$ cat src/rtl/sgce_pkg.sv
// shared types and constants of the grid contact engine
`timescale 1ns / 1ps

package sgce_pkg;

  // fixed field widths
  localparam int SIDE_W     = 7;   // grid side register and wrapped coordinates
  localparam int MAG_W      = 16;  // magnitude of source plus offset
  localparam int DIV_BITS   = 4;   // remainder bits resolved per cycle
  localparam int DIV_CYCLES = MAG_W / DIV_BITS;
  localparam int DIV_CNT_W  = 2;
  localparam int CNT_W      = 14;  // internal population counters
  localparam int OUT_CNT_W  = 13;
  localparam logic [OUT_CNT_W-1:0] COUNT_MAX = 13'd8191;
  localparam logic [SIDE_W-1:0] SIDE_RESET = 7'd64;

  typedef enum logic [1:0] {
    FN_LOAD    = 2'd0,
    FN_SEED    = 2'd1,
    FN_CONTACT = 2'd2,
    FN_TICK    = 2'd3
  } func_t;

  typedef enum logic [1:0] {
    ST_SUS = 2'd0,
    ST_EXP = 2'd1,
    ST_INF = 2'd2,
    ST_REM = 2'd3
  } status_t;

  typedef enum logic [1:0] {
    FR_IDLE,
    FR_DIV,
    FR_PUSH
  } fr_state_t;

  typedef enum logic [2:0] {
    BK_CLEAR,
    BK_IDLE,
    BK_RMW,
    BK_SWEEP,
    BK_SWEEP_LAST,
    BK_TICK_DONE
  } bk_state_t;

  // request payload
  typedef struct packed {
    func_t              func;
    logic [5:0]         row;
    logic [5:0]         col;
    logic [7:0]         incubation_days;
    logic [7:0]         recovery_days;
    logic signed [15:0] offset_row;
    logic signed [15:0] offset_col;
  } req_t;

  // result payload
  typedef struct packed {
    logic [5:0]           target_row;
    logic [5:0]           target_col;
    logic                 newly_exposed;
    logic [OUT_CNT_W-1:0] exposed_count;
    logic [OUT_CNT_W-1:0] infectious_count;
    logic [OUT_CNT_W-1:0] removed_today;
    logic [OUT_CNT_W-1:0] sick_count;
  } res_t;

  // decoded command from front to back
  typedef struct packed {
    func_t             func;
    logic              in_grid;
    logic [SIDE_W-1:0] row;
    logic [SIDE_W-1:0] col;
    logic [7:0]        inc;
    logic [7:0]        rec;
  } cmd_t;

  // one stored grid entry
  typedef struct packed {
    status_t    status;
    logic [7:0] inc;
    logic [7:0] rec;
  } cell_t;

endpackage

$ cat src/rtl/sgce_front.sv
// front end: takes requests, checks bounds and wraps contact targets
`timescale 1ns / 1ps

module sgce_front import sgce_pkg::*; (
  input  logic              clk,
  input  logic              rst,
  input  logic [SIDE_W-1:0] side,
  input  logic              clearing,
  input  req_t              req,
  input  logic              req_valid,
  output logic              req_ready,
  output cmd_t              cmd,
  output logic              cmd_valid,
  input  logic              cmd_ready
);

  fr_state_t st, st_next;
  cmd_t cur, cur_next;
  logic neg_r, neg_c, neg_r_next, neg_c_next;
  logic [MAG_W-1:0] mag_r, mag_c, mag_r_next, mag_c_next;
  logic [SIDE_W-1:0] rem_r, rem_c, rem_r_next, rem_c_next;
  logic [DIV_CNT_W-1:0] step, step_next;

  logic accept;
  logic signed [MAG_W:0] sum_r, sum_c, abs_r, abs_c;

  // one restoring remainder step
  function automatic logic [SIDE_W-1:0] rem_step(input logic [SIDE_W-1:0] rem,
                                                 input logic b,
                                                 input logic [SIDE_W-1:0] s);
    logic [SIDE_W:0] t;
    t = {rem, b};
    if (t >= {1'b0, s}) t = t - {1'b0, s};
    return t[SIDE_W-1:0];
  endfunction

  // fold a truncated remainder back into 0..side-1
  function automatic logic [SIDE_W-1:0] fix_rem(input logic [SIDE_W-1:0] rem,
                                                input logic neg,
                                                input logic [SIDE_W-1:0] s);
    return (neg && rem != '0) ? s - rem : rem;
  endfunction

  assign req_ready = !clearing && (st == FR_IDLE || (st == FR_PUSH && cmd_ready));
  assign accept    = req_valid && req_ready;

  // signed source plus offset and its magnitude
  always_comb begin
    sum_r = $signed({{(MAG_W-5){1'b0}}, req.row}) + $signed({req.offset_row[15], req.offset_row});
    sum_c = $signed({{(MAG_W-5){1'b0}}, req.col}) + $signed({req.offset_col[15], req.offset_col});
    abs_r = sum_r[MAG_W] ? -sum_r : sum_r;
    abs_c = sum_c[MAG_W] ? -sum_c : sum_c;
  end

  // command toward the queue
  always_comb begin
    cmd = cur;
    if (cur.func == FN_CONTACT) begin
      cmd.row = fix_rem(rem_r, neg_r, side);
      cmd.col = fix_rem(rem_c, neg_c, side);
    end
  end

  always_ff @(posedge clk) begin
    if (rst) begin
      st <= FR_IDLE;
    end else begin
      st <= st_next;
    end
  end

  always_ff @(posedge clk) begin
    cur   <= cur_next;
    neg_r <= neg_r_next;
    neg_c <= neg_c_next;
    mag_r <= mag_r_next;
    mag_c <= mag_c_next;
    rem_r <= rem_r_next;
    rem_c <= rem_c_next;
    step  <= step_next;
  end

  // next state, remainder lanes and request capture
  always_comb begin
    st_next    = st;
    cur_next   = cur;
    neg_r_next = neg_r;
    neg_c_next = neg_c;
    mag_r_next = mag_r;
    mag_c_next = mag_c;
    rem_r_next = rem_r;
    rem_c_next = rem_c;
    step_next  = step;
    cmd_valid  = 1'b0;

    case (st)
      FR_DIV: begin
        for (int i = 0; i < DIV_BITS; i++) begin
          rem_r_next = rem_step(rem_r_next, mag_r[MAG_W-1-i], side);
          rem_c_next = rem_step(rem_c_next, mag_c[MAG_W-1-i], side);
        end
        mag_r_next = mag_r << DIV_BITS;
        mag_c_next = mag_c << DIV_BITS;
        step_next  = step + 1'b1;
        if (step == DIV_CNT_W'(DIV_CYCLES - 1)) st_next = FR_PUSH;
      end
      FR_PUSH: begin
        cmd_valid = 1'b1;
        if (cmd_ready) st_next = FR_IDLE;
      end
      default: ;
    endcase

    // capture a new request, also in the cycle the previous one is pushed
    if (accept) begin
      cur_next.func    = req.func;
      cur_next.in_grid = ({1'b0, req.row} < side) && ({1'b0, req.col} < side);
      cur_next.row     = {1'b0, req.row};
      cur_next.col     = {1'b0, req.col};
      cur_next.inc     = req.incubation_days;
      cur_next.rec     = req.recovery_days;
      neg_r_next       = sum_r[MAG_W];
      neg_c_next       = sum_c[MAG_W];
      mag_r_next       = abs_r[MAG_W-1:0];
      mag_c_next       = abs_c[MAG_W-1:0];
      rem_r_next       = '0;
      rem_c_next       = '0;
      step_next        = '0;
      st_next          = (req.func == FN_CONTACT) ? FR_DIV : FR_PUSH;
    end
  end

endmodule

$ cat config.mk
export PLATFORM = sky130hd
export DESIGN_NAME = sgce_front
export DESIGN_NICKNAME = d
export VERILOG_FILES = /design/src/rtl/sgce_pkg.sv /design/src/rtl/sgce_front.sv
export SDC_FILE = /design/constraint.sdc
export NUM_CORES = 1
export LEC_CHECK = 0
export ABC_CLOCK_PERIOD_IN_PS = 14150
export BUFFER_PORTS_ARGS = -buffer_cell sky130_fd_sc_hd__buf_2
export CAP_MARGIN = 0
export CORE_MARGIN = 2
export CORE_UTILIZATION = 65
export CTS_BUF_LIST = sky130_fd_sc_hd__clkbuf_16
export DETAILED_ROUTE_END_ITERATION = 8
export PLACE_DENSITY = 0.88
export SETUP_SLACK_MARGIN = 0.05
export SLEW_MARGIN = 5
export SYNTH_ARGS = -nofsm -noshare
export SYNTH_HDL_FRONTEND = slang
export SYNTH_SLANG_ARGS = --single-unit
$ cat constraint.sdc
create_clock -name clk -period 14.15 [get_ports clk]
set_input_delay 2.1225 -clock clk [delete_from_list [all_inputs] [get_ports clk]]
set_output_delay 2.1225 -clock clk [all_outputs]
set_load 0.01 [all_outputs]
; Word level (Yosys, flattened, before mapping)
; Index checks and enable logic that the tools add are counted.
[op_classes]
order_cmp = 10
reduce_logical = 14
muxes = 29
addsub = 15
eq_ne = 7
[op_table]
columns = cell, n
row1 = 2-to-1 mux 7 bit, 16
row2 = 2-to-1 mux 16 bit, 6
row3 = subtractor 7 bit, 10
row4 = greater-or-equal comparator 8 x 7 -> 1 bit, 8
row5 = adder 7 x 16 -> 17 bit, 2
row6 = negation 16 bit, 2
row7 = less-than comparator 6 x 7 -> 1 bit, 2
row8 = 2-to-1 mux 14 bit, 1
row9 = nonzero test 7 bit, 2
row10 = "== test 2 bit, second input constant", 4
row11 = 2-to-1 mux 2 bit, 4
row12 = logical AND 1 bit, 6
row13 = "!= test 3 bit, second input constant", 2
row14 = case mux 2 bit (2 select lines), 1
row15 = AND reduction 3 bit, 1
row16 = nonzero test 3 bit, 1
row17 = "adder 2 x 1 -> 2 bit, second input constant", 1
row18 = "== test 2 x 1 -> 1 bit, second input constant", 1
row19 = logical NOT 2 bit, 1
row20 = nonzero test 2 bit, 1
row21 = logical NOT 1 bit, 1
row22 = logical OR 1 bit, 1
row23 = 2-to-1 mux 1 bit, 1
[totals]
word_cells = 89
out_inout_bits = 35
ff_bits = 83
in_bits = 74

; Logic depth before layout (Yosys ltp)
[depth]
word_depth = 11
depth_mapped = 35
mapped_depth_nobuf = 34

; Least setup slack after synthesis
; No wires, ideal clock.
[synth_path]
path_kind = input port to flip-flop
startpoint = input side[1]
endpoint = register rem_r[2]
setup_slack_ns = 5.119
stages = 31
arrival_ns = 8.884
required_time_ns = 14.003
path_buffers = 1
cell_sequence = inv_1 > fa_1 > a211oi_2 > o21ai_1 > a21oi_4 > mux2_2 > ha_1 > nor2b_1 > o31a_1 > o31a_1 > a211oi_4 > mux2i_1 > ha_1 > nor2b_1 > o31a_1 > o21ai_0 > nand3b_1 > a21oi_1 > o31ai_4 > mux2i_1 > fa_1 > a21o_1 > a21oi_1 > o21ba_2 > o21ai_0 > a21oi_1 > nand2b_1 > mux2_4 > buf_6 > mux2i_1 > o22ai_1
[synth_via]
elab_chain_len = 11
[synth_lines]
columns = item, line_no
row1 = start: declaration, sgce_front.sv:7  ; input logic [SIDE_W-1:0] side,
row2 = subtractor 7 bit or greater-or-equal comparator 8 x 7 -> 1 bit (tied branches), sgce_front.sv:33  ; if (t >= {1'b0, s}) t = t - {1'b0, s};
row3 = 2-to-1 mux 7 bit, sgce_front.sv:33
row4 = 2-to-1 mux 7 bit, sgce_front.sv:96  ; case (st)
row5 = subtractor 7 bit or greater-or-equal comparator 8 x 7 -> 1 bit (tied branches), sgce_front.sv:33
row6 = 2-to-1 mux 7 bit, sgce_front.sv:33
row7 = 2-to-1 mux 7 bit, sgce_front.sv:96
row8 = greater-or-equal comparator 8 x 7 -> 1 bit or subtractor 7 bit (tied branches), sgce_front.sv:33
row9 = 2-to-1 mux 7 bit, sgce_front.sv:33
row10 = 2-to-1 mux 7 bit, sgce_front.sv:96
row11 = subtractor 7 bit or greater-or-equal comparator 8 x 7 -> 1 bit (tied branches), sgce_front.sv:33
row12 = 2-to-1 mux 7 bit (*), sgce_front.sv:33
row13 = end signal: assignment, sgce_front.sv:78  ; rem_r <= rem_r_next;
row14 = end: declaration, sgce_front.sv:21  ; logic [SIDE_W-1:0] rem_r, rem_c, rem_r_next, rem_c_next;
; Every way passes the cells marked *; elsewhere a longest branch is shown, timed or not. The select of a mux whose other input is x is not followed.
; A chain may end at the register's enable or synchronous reset.

; Worst setup path in the final report
[layout_path]
startpoint = input side[1]
endpoint = register rem_c[0]
[layout_via]
elab_chain_len = 11
[layout_lines]
columns = item, line_no
row1 = subtractor 7 bit or greater-or-equal comparator 8 x 7 -> 1 bit (tied branches), sgce_front.sv:33
row2 = 2-to-1 mux 7 bit, sgce_front.sv:33
row3 = 2-to-1 mux 7 bit, sgce_front.sv:96
row4 = subtractor 7 bit or greater-or-equal comparator 8 x 7 -> 1 bit (tied branches), sgce_front.sv:33
row5 = 2-to-1 mux 7 bit, sgce_front.sv:33
row6 = 2-to-1 mux 7 bit, sgce_front.sv:96
row7 = subtractor 7 bit or greater-or-equal comparator 8 x 7 -> 1 bit (tied branches), sgce_front.sv:33
row8 = 2-to-1 mux 7 bit, sgce_front.sv:33
row9 = 2-to-1 mux 7 bit, sgce_front.sv:96
row10 = greater-or-equal comparator 8 x 7 -> 1 bit (*), sgce_front.sv:33
row11 = 2-to-1 mux 7 bit (*), sgce_front.sv:33
row12 = end signal: assignment, sgce_front.sv:79  ; rem_c <= rem_c_next;
row13 = end: declaration, sgce_front.sv:21
; Marks and branches as above.

==> metrics.md <==
| Metric | Value |
|---|---|
| Setup crit end kind | register |
| Ports | about 110 |
| Crit-path max cell delay | between 0.4 and 0.5 ns |
| Post-DRT Antenna Nets | 0 |
| WHS Endpoint | step[1] |
| Seq/Total Area, Yosys | 0.2701 |
| Hold Path Stages | 2 |
| Min-delay src | step[1] |
| Inst Count DP | around 1200 |
| Cell count of the worst reg-to-reg path | 33 |
| Cts repair resizes | 0 |
| Routed wire per std cell | roughly 18 um |
| Pre-antenna DRT Iters | 5 |
| Hold-fix buffer count after cts | 0 |
| First-pass GRT wire length | between 30 and 40 mm |
| Met2 Wirelength | 10.43 mm |
| CTS Root Cell | clkbuf_16 |
| Syn Inst Count | 967 |
| Syn Area/Cell | between 8 and 9 sq um |
| Fin nets | around 1200 |
| Mapped Nets | between 1000 and 1500 |
| Top_reg_cell synth | edfxtp_1 |
| Worst R2R Start | mag_c[15] |
| Final WL | 21.72 mm |
| Mean number of vias per cell | ~6.3 |
| Mapped Area | ~0.0086 sq mm |
| 1st-iter DRT viols | ~640 |
| Slew HR | 0.2475 |
| Final setup margin | roughly 4.3 ns |
| CTS tree | built |
| RSZ-0062 raised after global routing | false |
| Slew @ Worst Pin | 1.117 ns |
| Post-synth ARST share | 0 |
| Largest net degree at the start of global routing | slightly below 60 |
| Num CTS Buffers | 9 |
| CORE AREA | around 0.013 sq mm |
| CTS Buffer Depth | 2 |
| Seq cells post-synth | 83 |
| Period utilization | 0.6994 |
| Num Clock Sinks | 83 |
| Gpl congestion | about 0.98 |
| Total number of yosys warnings | 0 |
| Die height | between 100 and 150 um |
| Total vias in the final route | 7675 |
| Fin area | between 0.009 and 0.01 sq mm |
| Status | completed |
| Commonest non-fill, non-tap cells in the layout | buf_2 (108), ha_1 (93), o21ai_0 (85), nand2_1 (68) |
| Commonest non-fill, non-tap cell in the layout | buf_2 |
| Critical path data arrival time | 10.13 ns |
| Cell row count | 41 |
| Fmax | about 0.10 GHz |
| Synth area leaders | edfxtp_1 (23%), ha_1 (14%), xnor2_1 (5.2%) |
| WP buf/inv | 3 |
| Library cells used by synthesis | 84 |
| Clock transition at path regs | approximately 0.060 ns |
| Hpwl dp | between 15 and 20 mm |
| Finished Layout Cells | 1226 |
| Share of layout cells above drive strength 1 | 0.1641 |
| Worst Path Max Fanout | 11 |
| Vias in the first global route | roughly 7600 |
| Max_cap viols | 0 |
| Worst-Skew Late Latency | between 0.3 and 0.4 ns |
| Syn-to-layout area delta | 9.806% |
| Reg-to-reg endpoint | rem_c[0] |
| DRC viols | 0 |
| Setup violators final | 0 |
| Post-Place Setup Slack | ~4 ns |
| Antenna diodes | 0 |
| Initial antenna violation count | 0 |
| Number of flops mapped to enable cells by yosys | 65 |
| Setup bufs post-CTS | 0 |
| Worst EP required | roughly 14 ns |
| Met1 Wirelength | about 8.9 mm |
| DR WL met3 | ~1.6 mm |
| Hold violation count in the final report | 0 |
| Startpoint Class | input port |
| Path type of the worst min-delay path | reg2reg |
| Setup TNS | 0 ns |
| CP max-delay cell | fa_1 |
| Top layer in use | met4 |
| Die ar. | roughly 0.014 sq mm |
| Multi-input gate area | approximately 0.0058 sq mm |
| Starting Density | 0.6730 |
| Port bufs | between 100 and 150 |
| Leading area contributor after synthesis | edfxtp_1 |
| Fillcell total | between 900 and 1000 |
| Top cell type's share of synthesized area | 0.2280 |
| Worst R2R Setup Slack | ~6.1 ns |
| Total track usage | 0.3074 |
| Crit Path Category | in2reg |
| Total grt overflow | 0 |
| Worst Skew | 0.004569 ns |
| Post-route minimum period | a little under 10 ns |
| H-tree Lvls | 3 |
| Die Wd | 118.8 um |
| Cell Area, Placed | 0.009124 sq mm |
| CP top delay family | compound AO/OA/AOI/OAI gates |
| Register area | 0.002312 sq mm |
| Fin. max-slew vios | 0 |
-- registers in the layout, summed over array words and instances, names as in the netlist, 2 cells and up --
signal  count
cmd        19
mag_c      16
mag_r      16
cur        12
rem_c       7
rem_r       7
st          2
step        2
-- layout make-up --
class | count | share of cell area
multi-input combinational | 774 | 0.6134
clock buffer | 9 | 0.02396
tap | 172 | 0.02289
timing repair buffer | 112 | 0.06069
sequential | 83 | 0.2459
clock inverter | 7 | 0.005590
inverter | 69 | 0.02755
-- how the worst max path moves through the flow --
stage,start,to,depth (start not counted)
detailed placement,side[1],rem_c[0],33
global route,side[1],rem_c[0],32
CTS,side[1],rem_c[0],33
floorplan,side[1],rem_r[2],31
global placement,side[1],rem_c[0],33
finish,side[1],rem_c[0],33
-- per-stage QoR --
stage | utilization | hold WS, ns
global placement | 0.7172 | 0.4472
global route | 0.7390 | 0.5170
finish | 0.7390 | 0.4902
detailed placement | 0.7172 | 0.4577
floorplan | - | 0.4397
CTS | 0.7390 | 0.4848
-- cell usage after synthesis, drive strengths merged (7+ instances only) --
cell type,count
fa,12
nand4,9
dfxtp,18
o21bai,9
o22ai,7
mux2i,26
nor2b,24
o21ai,90
nand2b,13
nand3,23
o31a,7
nand2,69
a21oi,62
inv,67
or3,9
xnor2,51
a21o,20
xor2,33
ha,93
clkbuf,18
o31ai,10
o21a,13
edfxtp,65
nor2,67
a211oi,11
nor3,17
buf,23
mux2,17
-- worst min-delay path, cell delays in order, from the launching register on --
cell and delay (ns):
dfxtp_1 0.31, nand2_1 0.07, o21ai_0 0.06
-- routing by layer --
layer  track usage  vias to the layer above
met2        0.5208                      319
met5             0                        -
met1        0.3935                     3606
li1              -                     3675
met4        0.1228                        0
met3       0.04537                       75
-- cell families (layout without fill, tap and decap cells) --
family	after synthesis	count (layout)	synth area share
simple gates	272	272	0.1606
xor+xnor	84	84	0.08593
fa+ha+maj	105	105	0.1640
compound gates	270	270	0.2074
flops	83	83	0.2701
buf+inv	110	197	0.05845
mux	43	43	0.05363
Power is not shown: default switching activity piles up to over one toggle a cycle in this logic, so the estimate is an artifact.
