## config.mk

```make
export PLATFORM = sky130hd
export DESIGN_NAME = sgce_fifo
export DESIGN_NICKNAME = d
export VERILOG_FILES = /design/src/rtl/sgce_pkg.sv /design/src/rtl/sgce_fifo.sv
export SDC_FILE = /design/constraint.sdc
export NUM_CORES = 1
export LEC_CHECK = 0
export BUFFER_PORTS_ARGS = -buffer_cell sky130_fd_sc_hd__buf_2
export CORE_MARGIN = 2
export CORE_UTILIZATION = 50
export DETAILED_ROUTE_END_ITERATION = 10
export HOLD_SLACK_MARGIN = 0.15
export PLACE_DENSITY = 0.84
export SYNTH_ARGS = -nofsm -noshare
export SYNTH_HDL_FRONTEND = slang
export SYNTH_SLANG_ARGS = --single-unit
```

## constraint.sdc

```tcl
create_clock -name clk -period 2 [get_ports clk]
set_input_delay 0.3 -clock clk [delete_from_list [all_inputs] [get_ports clk]]
set_output_delay 0.3 -clock clk [all_outputs]
set_load 0.1 [all_outputs]
```

## src/rtl/sgce_pkg.sv

```systemverilog
// shared types and constants of the grid contact engine
`timescale 1ns / 1ps

package sgce_pkg;

  // fixed field widths
  localparam int SIDE_W     = 7;   // grid side register and wrapped coordinates
  localparam int MAG_W      = 16;  // magnitude of source plus offset
  localparam int DIV_BITS   = 4;   // remainder bits resolved per cycle
  localparam int DIV_CYCLES = MAG_W / DIV_BITS;
  localparam int DIV_CNT_W  = 2;
  localparam int CNT_W      = 14;  // internal population counters
  localparam int OUT_CNT_W  = 13;
  localparam logic [OUT_CNT_W-1:0] COUNT_MAX = 13'd8191;
  localparam logic [SIDE_W-1:0] SIDE_RESET = 7'd64;

  typedef enum logic [1:0] {
    FN_LOAD    = 2'd0,
    FN_SEED    = 2'd1,
    FN_CONTACT = 2'd2,
    FN_TICK    = 2'd3
  } func_t;

  typedef enum logic [1:0] {
    ST_SUS = 2'd0,
    ST_EXP = 2'd1,
    ST_INF = 2'd2,
    ST_REM = 2'd3
  } status_t;

  typedef enum logic [1:0] {
    FR_IDLE,
    FR_DIV,
    FR_PUSH
  } fr_state_t;

  typedef enum logic [2:0] {
    BK_CLEAR,
    BK_IDLE,
    BK_RMW,
    BK_SWEEP,
    BK_SWEEP_LAST,
    BK_TICK_DONE
  } bk_state_t;

  // request payload
  typedef struct packed {
    func_t              func;
    logic [5:0]         row;
    logic [5:0]         col;
    logic [7:0]         incubation_days;
    logic [7:0]         recovery_days;
    logic signed [15:0] offset_row;
    logic signed [15:0] offset_col;
  } req_t;

  // result payload
  typedef struct packed {
    logic [5:0]           target_row;
    logic [5:0]           target_col;
    logic                 newly_exposed;
    logic [OUT_CNT_W-1:0] exposed_count;
    logic [OUT_CNT_W-1:0] infectious_count;
    logic [OUT_CNT_W-1:0] removed_today;
    logic [OUT_CNT_W-1:0] sick_count;
  } res_t;

  // decoded command from front to back
  typedef struct packed {
    func_t             func;
    logic              in_grid;
    logic [SIDE_W-1:0] row;
    logic [SIDE_W-1:0] col;
    logic [7:0]        inc;
    logic [7:0]        rec;
  } cmd_t;

  // one stored grid entry
  typedef struct packed {
    status_t    status;
    logic [7:0] inc;
    logic [7:0] rec;
  } cell_t;

endpackage

```

## src/rtl/sgce_fifo.sv

```systemverilog
// two entry command queue between front and back
`timescale 1ns / 1ps

module sgce_fifo import sgce_pkg::*; (
  input  logic clk,
  input  logic rst,
  input  cmd_t push_data,
  input  logic push_valid,
  output logic push_ready,
  output cmd_t pop_data,
  output logic pop_valid,
  input  logic pop_ready
);

  cmd_t slots [2];
  logic wr_ptr, rd_ptr;
  logic [1:0] cnt;
  logic do_push, do_pop;

  assign push_ready = (cnt != 2'd2);
  assign pop_valid  = (cnt != 2'd0);
  assign pop_data   = slots[rd_ptr];
  assign do_push    = push_valid && push_ready;
  assign do_pop     = pop_valid && pop_ready;

  // entry storage
  always_ff @(posedge clk) begin
    if (do_push) slots[wr_ptr] <= push_data;
  end

  // pointers and fill level
  always_ff @(posedge clk) begin
    if (rst) begin
      wr_ptr <= 1'b0;
      rd_ptr <= 1'b0;
      cnt    <= 2'd0;
    end else begin
      if (do_push) wr_ptr <= ~wr_ptr;
      if (do_pop) rd_ptr <= ~rd_ptr;
      if (do_push && !do_pop) cnt <= cnt + 2'd1;
      else if (do_pop && !do_push) cnt <= cnt - 2'd1;
    end
  end

`ifndef ASSERT_OFF
  a_cnt_range: assert property (@(posedge clk) disable iff (rst) cnt != 2'd3)
    else $error("queue fill level out of range");
  a_ptr_match: assert property (@(posedge clk) disable iff (rst)
    (cnt == 2'd0 || cnt == 2'd2) |-> wr_ptr == rd_ptr)
    else $error("queue pointers disagree with fill level");
  a_full_hold: assert property (@(posedge clk) disable iff (rst)
    (cnt == 2'd2 && !pop_ready) |=> cnt == 2'd2)
    else $error("full queue changed without a pop");
`endif

endmodule

```

# After elaboration in Yosys (flattened, before gate mapping)
# Memories as Yosys holds them, arrays and structs flattened. A register that Yosys moved wholly into a read port is not among the register bits.
# Index checks and enable logic that the tools add are counted.
word_totals:
  mem_bits_rw: 66
  ff_bits: 4
  n_memories: 1
mem_list:
  columns: ["memory", "depth", "width", "read_ports", "rd_ports_with_merged_regs", "wr", "line_no", "source"]
  rows:
  - ["slots", 2, 33, 1, 1, 1, "sgce_fifo.sv:15", "cmd_t slots [2];"]
op_classes:
  reduce_logical: 8
  n_bitwise: 2
  n_eq_ne: 1
  mux: 6
  n_addsub: 2
ops:
  columns: ["operator", "count"]
  rows:
  - ["$logic_and A1 B1 Y1", 4]
  - ["$mux W1", 4]
  - ["$mux W2", 2]
  - ["$reduce_bool A2 Y1", 2]
  - ["$add A2 B1 Y2 const B", 1]
  - ["$logic_not A1 Y1", 2]
  - ["$ne A2 B2 Y1 const B", 1]
  - ["$not A1 Y1", 2]
  - ["$sub A2 B1 Y2 const B", 1]

# Longest topological paths before layout
# Gate-level depths: netlist of run 1.
logic_depth:
  depth_word: 6
  ltp_mapped: 6

# Worst setup path before layout of run 1
# No wires, ideal clock.
synth_path:
  kind: "register -> register"
  from: "register cnt[0]"
  to: "memory slots[1][0] in the netlist's numbering (enable)"
  synth_period_minus_slack_ns: 2.614
  required_ns: 1.607
  path_stages_with_launch: 3
  arrival_ns: 2.221
  setup_slack_ns: -0.614
  path_buffers: 0
  path_cell_list: "dfxtp_1 -> nand2b_1 -> and3_1"
synth_between:
  elab_chain_len: 4
synth_lines:
  columns: ["item", "line_no", "source"]
  rows:
  - ["from (decl)", "sgce_fifo.sv:17", "logic [1:0] cnt;"]
  - ["from (signal assigned)", "sgce_fifo.sv:40", "if (do_push && !do_pop) cnt <= cnt + 2'd1;"]
  - ["from (signal assigned)", "sgce_fifo.sv:41", "else if (do_pop && !do_push) cnt <= cnt - 2'd1;"]
  - ["$ne A2 B2 Y1", "sgce_fifo.sv:20", "assign push_ready = (cnt != 2'd2);"]
  - ["net push_ready", "sgce_fifo.sv:9", "output logic push_ready,"]
  - ["$logic_and A1 B1 Y1", "sgce_fifo.sv:23", "assign do_push = push_valid && push_ready;"]
  - ["$mux W1", "sgce_fifo.sv:28", "if (do_push) slots[wr_ptr] <= push_data;"]
  - ["$mux W1 (not written as such)", "sgce_fifo.sv:28", null]
  - ["to (decl)", "sgce_fifo.sv:15", null]
# The timed path passes the listed nets, and every way through them passes these cells.

==> parameters.txt, run 1 <==
Parameter                              Value

Finish
  Utilization after layout    between 80% and 90%
  Area added between synthesis and finish    57.1%
  Layout cells sized above 1    between 50% and 60%
  Commonest non-fill, non-tap cell in the layout    edfxtp_1
  Fill cell total of the finished layout    278
  Top library cells by usage in the layout, fill and taps aside    edfxtp_1 (66), buf_2 (38), buf_12 (35)
  Net count reported at finish    approximately 280

Setup path
  Critical Path Start Type    flip-flop
  Delay contributed by the slowest stage of the critical path    0.40 ns
  Highest net fanout along the worst path    18
  CP max stage cell    mux2_2
  Crit path required time    about 1.7 ns
  Worst setup path class    reg -> out
  CP endpoint kind    output port
  Series of cell instances along the critical path    buf_4 > mux2_2 > buf_12
  Crit path DAT    1.52 ns

Die
  Die Area    5790 µm²
  Die Span X    roughly 76 µm
  Initial standard-cell utilization of the core    51.2%
  # rows    26
  Vertical die dimension    between 70 and 80 µm
  Core area    5070 µm²
  Top-level port count    between 70 and 80

Place
  # port buffers    71
  Final weighted congestion in routability-driven placement    0.719
  Detailed Place HPWL    about 3300 µm

STA
  Final total negative setup slack    0 ns
  Slew Viols, Final    0
  Clock Skew    0.00752 ns
  Final Setup Violations    0
  Unrepaired setup endpoints after global routing    false
  F_max    between 500 and 600 MHz
  Worst Tran Pin Value    0.485 ns
  Slew headroom    67.9%
  Final cycle utilization of the critical path    90.8%
  Final Hold Vio Count    0
  Final critical path time including I/O delays and setup    ~1.8 ns

GRT
  Overflow after GRT    0
  Vias in the first global route    1671
  Maximum number of pins on one net before global-route repair    28
  Number of antenna violations at the first check in global routing    1
  Total global-route track usage    between 10% and 20%
  Global-route wire length before repair    8420 µm

Detailed routing
  Remaining antenna violation count    0
  Wirelength per Cell    16.8 µm
  Number of vias in the routed layout    1521
  Number of DRC violations after detailed routing    0
  Drt first-iter violations    74
  Number of detailed-routing iterations run before antenna repair    4
  Ratio of routed vias to standard cells    between 4 and 5
  Final wirelength    5300 µm

Synth
  Count of state elements after synthesis    71
  Post-synthesis cell type count    17
  Multiplexer area fraction after synthesis    14.3%
  Syn_nets    ~170
  Area fraction in and, or, nand and nor cells after synthesis    roughly 1.9%
  Number of cells produced by synthesis    127
  Post-synthesis cell area    2600 µm²
  Total of warnings raised by yosys    0
  Sequential area share after synthesis    80.2%
  Synth Area in Compound Gates    1.16%
  Mean Syn Cell Area    20.4 µm²
  Post-synthesis share of cell area spent on full adders, half adders and majority gates    less than 1%
  Largest family of logic cells by synthesized area    multiplexers
  Area share of xor/xnor cells in the synthesized design    1.01%

CTS
  TritonCTS clock tree    yes
  Number of clock buffers inserted by TritonCTS    9
  H-Tree Depth    3
  Longest Clk Path Bufs    2
  Clock latency reported for the late side of the worst-skew pair    0.34 ns
  CTS root buffer    clkbuf_8
  CTS clock-pin slew for the worst setup and hold paths    around 0.07 ns
  TritonCTS Sinks    71

Flow run
  Reported max-cap violation count    0

Power and ir drop
  Static leakage    between 1.5 and 2 nW
  Worst IR drop on VDD    1.13 mV
  Power per Cell Area    1580 nW/µm²
  Total design power    between 6 and 7 mW

Run status
  Outcome    complete, no violations

Worst hold path
  Hold Path Class    in -> reg
-- stage by stage --
stage / hold slack (ns) / setup slack [ns] / instance area [µm²] / instances
6_report: 0.166 / 0.183 / 4080 / 316
5_1_grt: 0.161 / 0.113 / 4080 / 316
4_1_cts: 0.150 / 0.150 / 4080 / 315
3_5_place_dp: 0.492 / 0.362 / 3580 / 268
3_3_place_gp: 0.486 / 0.453 / 3580 / 268
2_1_floorplan: 0.369 / 0.0224 / 2600 / 127
-- critical path, delay by kind of cell, from the launching register on --
kind	cells	cell delay (ns)
buffers and inverters	2	0.44
muxes	1	0.40
DFF	1	0.33
-- per-layer routing --
layer	track usage, %	vias to the layer above	wire [µm]
li1	-	721	-
met1	22.9	745	2130
met2	33.3	49	2850
met3	5.69	6	222
met4	10.7	0	95
met5	0	-	0
-- final timing paths --
| check | start | slack (ns) | cells after the start | end |
|---|---|---|---|---|
| worst max-delay path | flip-flop | 0.18 | 3 | pop_data[8] |
| worst min-delay path | push_data[1] | 0.17 | 1 | slots[1][1] |
| worst max register to register | cnt[0] | 0.34 | 5 | cnt[1] |
| worst min register to register | rd_ptr | 0.51 | 2 | flip-flop |
-- final cells by class --
class,count,area [µm²],area share [%]
Multi-Input combinational cell,51,494,12.1
Inverter,1,7.51,0.184
Sequential cell,71,2080,51.0
Antenna cell,1,2.50,0.0613
Clock inverter,6,61.3,1.50
Tap cell,70,87.6,2.15
Clock buffer,10,128,3.13
Timing Repair Buffer,106,1220,29.8
-- registers in the layout (all words and copies together) (netlist names), named ones only --
signal,count
cnt,2
slots,66
rd_ptr,1
wr_ptr,1
-- power by group --
| group | switching, mW | internal (mW) |
|---|---|---|
| clock network | 0.510 | 0.569 |
| registers | 0.0666 | 1.86 |
| logic | 2.25 | 1.20 |
| total | 2.83 | 3.63 |
-- cells in the mapped netlist, drive strengths merged --
library cell	number	area [µm²]
edfxtp	66	1980
mux2	33	372
dfxtp	5	100
buf	4	20.0
nor2	3	11.3
xor2	3	26.3
a21oi	2	10.0
o21ai	2	10.0
a21bo	1	10.0
and2	1	6.26
and3	1	6.26
ha	1	12.5
inv	1	3.75
nand2b	1	6.26
nand3b	1	7.51
or2	1	6.26
or3	1	6.26
-- what timing repair did --
item | 4_1_cts | 5_1_grt
endpoints found under the hold margin | 62 | 0
setup endpoints to repair | 0 | 0
resized for setup | 0 | 0
hold buffers | 31 | 0
setup buffers | 0 | 0
-- cells by family after synthesis --
logic type,Yosys count
flops,71
mux,33
simple gates,9
compound gates,5
buf+inv,5
xor+xnor,3
fa+ha+maj,1
(Power assumes the default switching activity.)
==> run 2: changes to the inputs <==
--- a/config.mk
+++ b/config.mk
@@ -5,12 +5,13 @@
 export SDC_FILE = /design/constraint.sdc
 export NUM_CORES = 1
 export LEC_CHECK = 0
+export ABC_AREA = 1
 export BUFFER_PORTS_ARGS = -buffer_cell sky130_fd_sc_hd__buf_2
 export CORE_MARGIN = 2
 export CORE_UTILIZATION = 50
 export DETAILED_ROUTE_END_ITERATION = 10
 export HOLD_SLACK_MARGIN = 0.15
-export PLACE_DENSITY = 0.84
+export PLACE_DENSITY = 0.83
 export SYNTH_ARGS = -nofsm -noshare
 export SYNTH_HDL_FRONTEND = slang
 export SYNTH_SLANG_ARGS = --single-unit
==> run 2 against run 1 <==
Largest cell class unchanged. Area after synthesis rose by 6.9%. Total power shrank 9.3%. Sequential cell count did not move. Register-to-register slack better by 0.16 ns. Global-route usage fell by 4.6 points. Combinational power is 25% lower. Non-clock buffer count is 19 lower. Critical path depth is the same. Clock-buffer cell count fell by 1. Synthesized cell count rose by 10%. Sequential power is essentially flat. Cell area down 12%.
==> parameters.txt, run 2 <==
Parameter                              Value

Run status
  Outcome    complete, no violations

Setup path
  Source of the worst register-to-register timing path    cnt[0]
  Reg-to-reg setup timing slack    0.50 ns
  Depth of the worst register-to-register path    9
  Worst setup path class    reg -> out
  Crit path required time    1.70 ns
  Critical Path Start Type    flip-flop
  CP endpoint kind    output port
  R2R Path End    cnt[1]
  Crit path DAT    1.59 ns
  Highest net fanout along the worst path    33

Die
  # rows    27
  Initial standard-cell utilization of the core    51.0%
  Core area    roughly 5400 µm²
  Vertical die dimension    just under 80 µm
  Die Span X    78.5 µm
  Top-level port count    72
  Die Area    between 6000 and 7000 µm²

Synth
  Flip-flop cell with the highest count after synthesis    edfxtp_1
  Area share of the largest cell type after synthesis    between 70% and 80%
  Total of warnings raised by yosys    0
  Count of state elements after synthesis    ~70
  Most common cell in the netlist    edfxtp_1
  Number of cells produced by synthesis    140
  Top area cells in the synthesized netlist    edfxtp_1 (71%), mux2_4 (16%), dfxtp_1 (3.6%), buf_12 (2.2%), nand2_1 (1.2%)
  Sequential area share after synthesis    75.0%
  Post-synthesis cell area    roughly 2800 µm²
  Biggest area consumer among synthesized cells    edfxtp_1
  Asr flop ratio synth    0%
  Leading post-synthesis cells by instance count    edfxtp_1 (66), mux2_4 (30), nand2_1 (9), inv_1 (8), nor2_1 (7)
  Post-synthesis cell type count    14
  Mean Syn Cell Area    19.8 µm²
  Syn_nets    178
  EDFF count, synth    66

GRT
  Maximum number of pins on one net before global-route repair    34
  Global-route wire length before repair    about 6700 µm
  Overflow after GRT    0
  Total global-route track usage    between 10% and 20%
  Number of antenna violations at the first check in global routing    0
  Vias in the first global route    roughly 1.5k

Power and ir drop
  Static leakage    1.45 nW
  Worst IR drop on VDD    1.05 mV
  Power per Cell Area    1640 nW/µm²
  Total design power    between 5 and 6 mW

Finish
  Top library cells by usage in the layout, fill and taps aside    buf_2 (71), edfxtp_1 (66), mux2_4 (30)
  Area added between synthesis and finish    28.6%
  Net count reported at finish    272
  Ant diodes    0
  Largest registers in the final layout    slots (66), cnt (2)
  Register area    approximately 2100 µm²
  Layout cells sized above 1    between 50% and 60%
  Multi-input combinational cell area    616 µm²
  Register name with the most flops    slots
  Fill cell total of the finished layout    393
  Flip-flop count of the largest register after layout    66
  Commonest non-fill, non-tap cell in the layout    buf_2

STA
  Final Setup Violations    0
  Worst Tran Pin Value    0.498 ns
  Final total negative setup slack    0 ns
  Unrepaired setup endpoints after global routing    false
  Slew headroom    67.0%
  Final cycle utilization of the critical path    around 94%
  Slew Viols, Final    0
  F_max    529 MHz
  Clock Skew    0.0108 ns
  Final setup margin    0.111 ns
  Final Hold Vio Count    0
  Final critical path time including I/O delays and setup    1.89 ns

CTS
  CTS clock-pin slew for the worst setup and hold paths    0.07 ns
  Number of clock buffers inserted by TritonCTS    9
  TritonCTS clock tree    yes
  CTS root buffer    clkbuf_8
  H-Tree Depth    3
  Clock latency reported for the late side of the worst-skew pair    0.33 ns
  TritonCTS Sinks    71
  Longest Clk Path Bufs    2

Flow run
  Reported max-cap violation count    0

Detailed routing
  Remaining antenna violation count    0
  Number of DRC violations after detailed routing    0
  Ratio of routed vias to standard cells    4.75
  Final wirelength    4550 µm
  Drt first-iter violations    54
  Number of vias in the routed layout    1476
  Number of detailed-routing iterations run before antenna repair    4
  Wirelength per Cell    14.6 µm

Worst hold path
  Hold Crit Depth    1
  Hold Path Class    in -> reg
  Capture endpoint of the worst hold path    slots[0][11]
  Worst min-delay path startpoint    push_data[11]

Place
  # port buffers    71
  Final weighted congestion in routability-driven placement    0.638
  Detailed Place HPWL    3020 µm
  Worst setup timing slack at the placement stage    about 0.46 ns
run 2: kinds of logic (layout without fill, tap and decap cells):
group | count (synthesis) | in the layout | synth area share [%]
flops | 71 | 71 | 75.0
mux | 33 | 33 | 17.4
buf+inv | 12 | 111 | 3.65
simple gates | 19 | 19 | 2.75
compound gates | 4 | 4 | 0.721
fa+ha+maj | 1 | 1 | 0.451
run 2: metrics by stage:
step / instances / util [%] / hold slack, ns / area [µm²]
floorplan: 140 / - / 0.399 / 2800
global placement: 284 / 59.3 / 0.482 / 3220
detailed placement: 284 / 59.3 / 0.494 / 3220
CTS: 306 / 64.7 / 0.150 / 3520
global route: 311 / 65.6 / 0.151 / 3570
finish: 311 / 65.6 / 0.167 / 3570
run 2: timing repair:
action	in CTS	in global routing
hold endpoints to repair	12	9
endpoints found under the setup margin	0	0
resized for setup	0	0
hold buffers	6	5
buffers inserted	0	0
run 2: cell type report:
type | instances | area share, %
clock buffers | 9 | 3.47
clock inverters | 7 | 3.12
flip-flops and latches | 71 | 58.4
repair buffers | 87 | 14.4
well taps | 72 | 2.52
multi-input cells | 57 | 17.2
inverters | 8 | 0.841
run 2: worst max-delay path by stage:
stage | from | endpoint | slack (ns) | cells past startpoint
CTS | flip-flop | pop_data[26] | 0.1 | 3
floorplan | cnt[1] | cnt[1] | 0.08 | 9
finish | flip-flop | pop_data[30] | 0.11 | 3
global route | flip-flop | pop_data[30] | 0.05 | 3
global placement | flip-flop | pop_data[25] | 0.47 | 3
detailed placement | flip-flop | pop_data[26] | 0.46 | 3
run 2: power by group:
part	leakage, nW	internal (mW)	total, mW	switching (mW)
registers	0.657	1.88	1.95	0.0737
logic	0.677	0.575	2.59	2.02
clock network	0.118	0.820	1.31	0.489
total	1.45	3.28	5.85	2.58
run 2: metal layers:
| layer | global-route usage (%) | part of all wire [%] | up-vias |
|---|---|---|---|
| met2 | 26.2 | 53 | 40 |
| met1 | 16.9 | 41 | 720 |
| met4 | 8.95 | 1.7 | 0 |
| met3 | 3.68 | 4.4 | 6 |
| met5 | 0 | 0 | - |
| li1 | - | - | 710 |
run 2: worst max-delay path: stages (launching register included):
cell	delay, ns
dfxtp_2	0.34
buf_12	0.24
mux2_2	0.37
buf_2	0.29
==> run 3: changes to the inputs <==
--- a/config.mk
+++ b/config.mk
@@ -6,12 +6,13 @@
 export NUM_CORES = 1
 export LEC_CHECK = 0
 export ABC_AREA = 1
-export BUFFER_PORTS_ARGS = -buffer_cell sky130_fd_sc_hd__buf_2
 export CORE_MARGIN = 2
 export CORE_UTILIZATION = 50
+export CTS_BUF_LIST = sky130_fd_sc_hd__clkbuf_8 sky130_fd_sc_hd__clkbuf_16
 export DETAILED_ROUTE_END_ITERATION = 10
+export DONT_BUFFER_PORTS = 1
 export HOLD_SLACK_MARGIN = 0.15
-export PLACE_DENSITY = 0.83
+export PLACE_DENSITY = 0.72
 export SYNTH_ARGS = -nofsm -noshare
 export SYNTH_HDL_FRONTEND = slang
 export SYNTH_SLANG_ARGS = --single-unit
==> run 3 against run 2 <==
Worst hold slack better by 0.012 ns. Total power is 8.4% lower. Sequential cell count unchanged. Critical endpoint is now pop_data[23]. Sequential share of layout area is 3.4 points higher. Combinational power decreased by 3%. Sequential power about the same. Highest routed layer unchanged. Fmax grew 5.3%. Clock-buffer cell count did not move. Die area did not move. First-iteration DRC count down 11%. Largest cell class unchanged. Via count shrank 9.2%. Utilization fell by 3.7 points. Critical path type unchanged.
==> parameters.txt, run 3 (synthesized netlist as in run 2, its figures left out) <==
Parameter                              Value

Run status
  Outcome    complete, no violations

Detailed routing
  Final wirelength    about 4600 µm
  Number of DRC violations after detailed routing    0
  Remaining antenna violation count    0
  Drt first-iter violations    between 40 and 50
  Wirelength per Cell    17.5 µm
  Ratio of routed vias to standard cells    5.08
  Number of vias in the routed layout    between 1k and 1.5k
  Number of detailed-routing iterations run before antenna repair    4

Power and ir drop
  Power per Cell Area    approximately 1600 nW/µm²
  Static leakage    about 1.2 nW
  Internal Dissipation    approximately 2.8 mW
  Relative contribution of sequential cells to total power    between 30% and 40%
  Total design power    5.36 mW
  Worst IR drop on VDD    approximately 1.3 mV
  Total net switching power    2.54 mW
  Relative contribution of combinational cells to total power    46.6%
  Sw frac    47.5%
  Relative contribution of the clock network to total power    16.7%

Die
  Die Area    6160 µm²
  Die Span X    78.5 µm
  Top-level port count    just over 70
  Initial standard-cell utilization of the core    51.0%
  # rows    27
  Core area    roughly 5400 µm²
  Vertical die dimension    78.5 µm

Worst hold path
  Hold Path Class    in -> reg

Finish
  Layout cells sized above 1    29.2%
  Register name with the most flops    slots
  Net count reported at finish    ~230
  Flip-flop count of the largest register after layout    66
  Fill cell total of the finished layout    386
  Ant diodes    0
  Area added between synthesis and finish    21.4%
  Top library cells by usage in the layout, fill and taps aside    edfxtp_1 (66), dlygate4sd3_1 (33), mux2_4 (30)
  Commonest non-fill, non-tap cell in the layout    edfxtp_1
  Largest registers in the final layout    slots (66), cnt (2)

CTS
  CTS clock-pin slew for the worst setup and hold paths    0.07 ns
  Setup bufs post-CTS    0
  CTS root buffer    clkbuf_8
  Longest Clk Path Bufs    2
  H-Tree Depth    3
  Clock latency reported for the late side of the worst-skew pair    0.33 ns
  Number of gates given a new drive strength after cts    0
  Number of clock buffers inserted by TritonCTS    9
  Cts-stage hold buffer count    33
  TritonCTS Sinks    71
  TritonCTS clock tree    yes

Setup path
  Critical Path Start Type    flip-flop
  Highest net fanout along the worst path    29
  Crit path required time    1.70 ns
  Crit path DAT    1.49 ns
  Worst setup path class    reg -> out
  CP endpoint kind    output port

STA
  Slew headroom    around two thirds
  Post-route worst hold slack    0.179 ns
  Final cycle utilization of the critical path    89.7%
  Worst Tran Pin Value    around 0.53 ns
  Final Hold Vio Count    0
  Slew Viols, Final    0
  F_max    557 MHz
  Final Setup Violations    0
  Final critical path time including I/O delays and setup    1.79 ns
  Final total negative setup slack    0 ns
  Unrepaired setup endpoints after global routing    false
  Clock Skew    slightly below 0.006 ns

Place
  Detailed Place HPWL    2930 µm
  # port buffers    0
  Final weighted congestion in routability-driven placement    0.602

GRT
  Total global-route track usage    roughly 16%
  Number of antenna violations at the first check in global routing    0
  Maximum number of pins on one net before global-route repair    30
  Vias in the first global route    1512
  Global-route wire length before repair    7180 µm
  Overflow after GRT    0

Flow run
  Reported max-cap violation count    0
[run 3: final cells by class]
| cell class | instances | area (µm²) | share of cell area [%] |
|---|---|---|---|
| Clock buffer | 9 | 124 | 3.67 |
| Clock inverter | 7 | 32.5 | 0.965 |
| Inverter | 8 | 30.0 | 0.891 |
| Multi-Input combinational cell | 57 | 616 | 18.3 |
| Sequential cell | 71 | 2080 | 61.8 |
| Tap cell | 72 | 90.1 | 2.67 |
| Timing Repair Buffer | 40 | 395 | 11.7 |
[run 3: worst max-delay path: stages, from the launching register on]
cell     delay (ns)
dfxtp_2        0.42
buf_12         0.26
mux2_4         0.47
[run 3: path summary, 6_finish.rpt]
kind / startpoint / endpoint / slack (ns) / cells after the start
setup / recovery: flip-flop / pop_data[23] / 0.21 / 2
hold / removal: pop_ready / rd_ptr / 0.18 / 2
setup reg to reg: cnt[0] / cnt[1] / 0.36 / 10
hold reg to reg: rd_ptr / rd_ptr / 0.53 / 2
[run 3: per-layer routing]
metal / vias up / track usage [%] / routed length, µm
li1: 618 / - / -
met1: 660 / 15.2 / 1600
met2: 53 / 30.1 / 2640
met3: 9 / 6.21 / 300
met4: 0 / 8.07 / 85
met5: - / 0 / 0
[run 3: stage by stage]
stage	cell area [µm²]	utilization [%]	cells	worst slack (ns)
finish	3370	62.0	264	0.206
global route	3370	62.0	264	0.146
CTS	3370	62.0	264	0.180
detailed placement	2880	53.0	215	0.419
global placement	2880	53.0	215	0.578
floorplan	2800	-	140	0.0794
[run 3: power by group through the flow]
stage               clock [mW]  sequential, mW  combinational [mW]
finish                   0.896            1.97                2.50
global route             0.989            1.99                2.57
CTS                      0.929            1.97                2.51
detailed placement           0            2.00                2.45
global placement             0            1.98                2.41
floorplan                    0            1.96                2.33
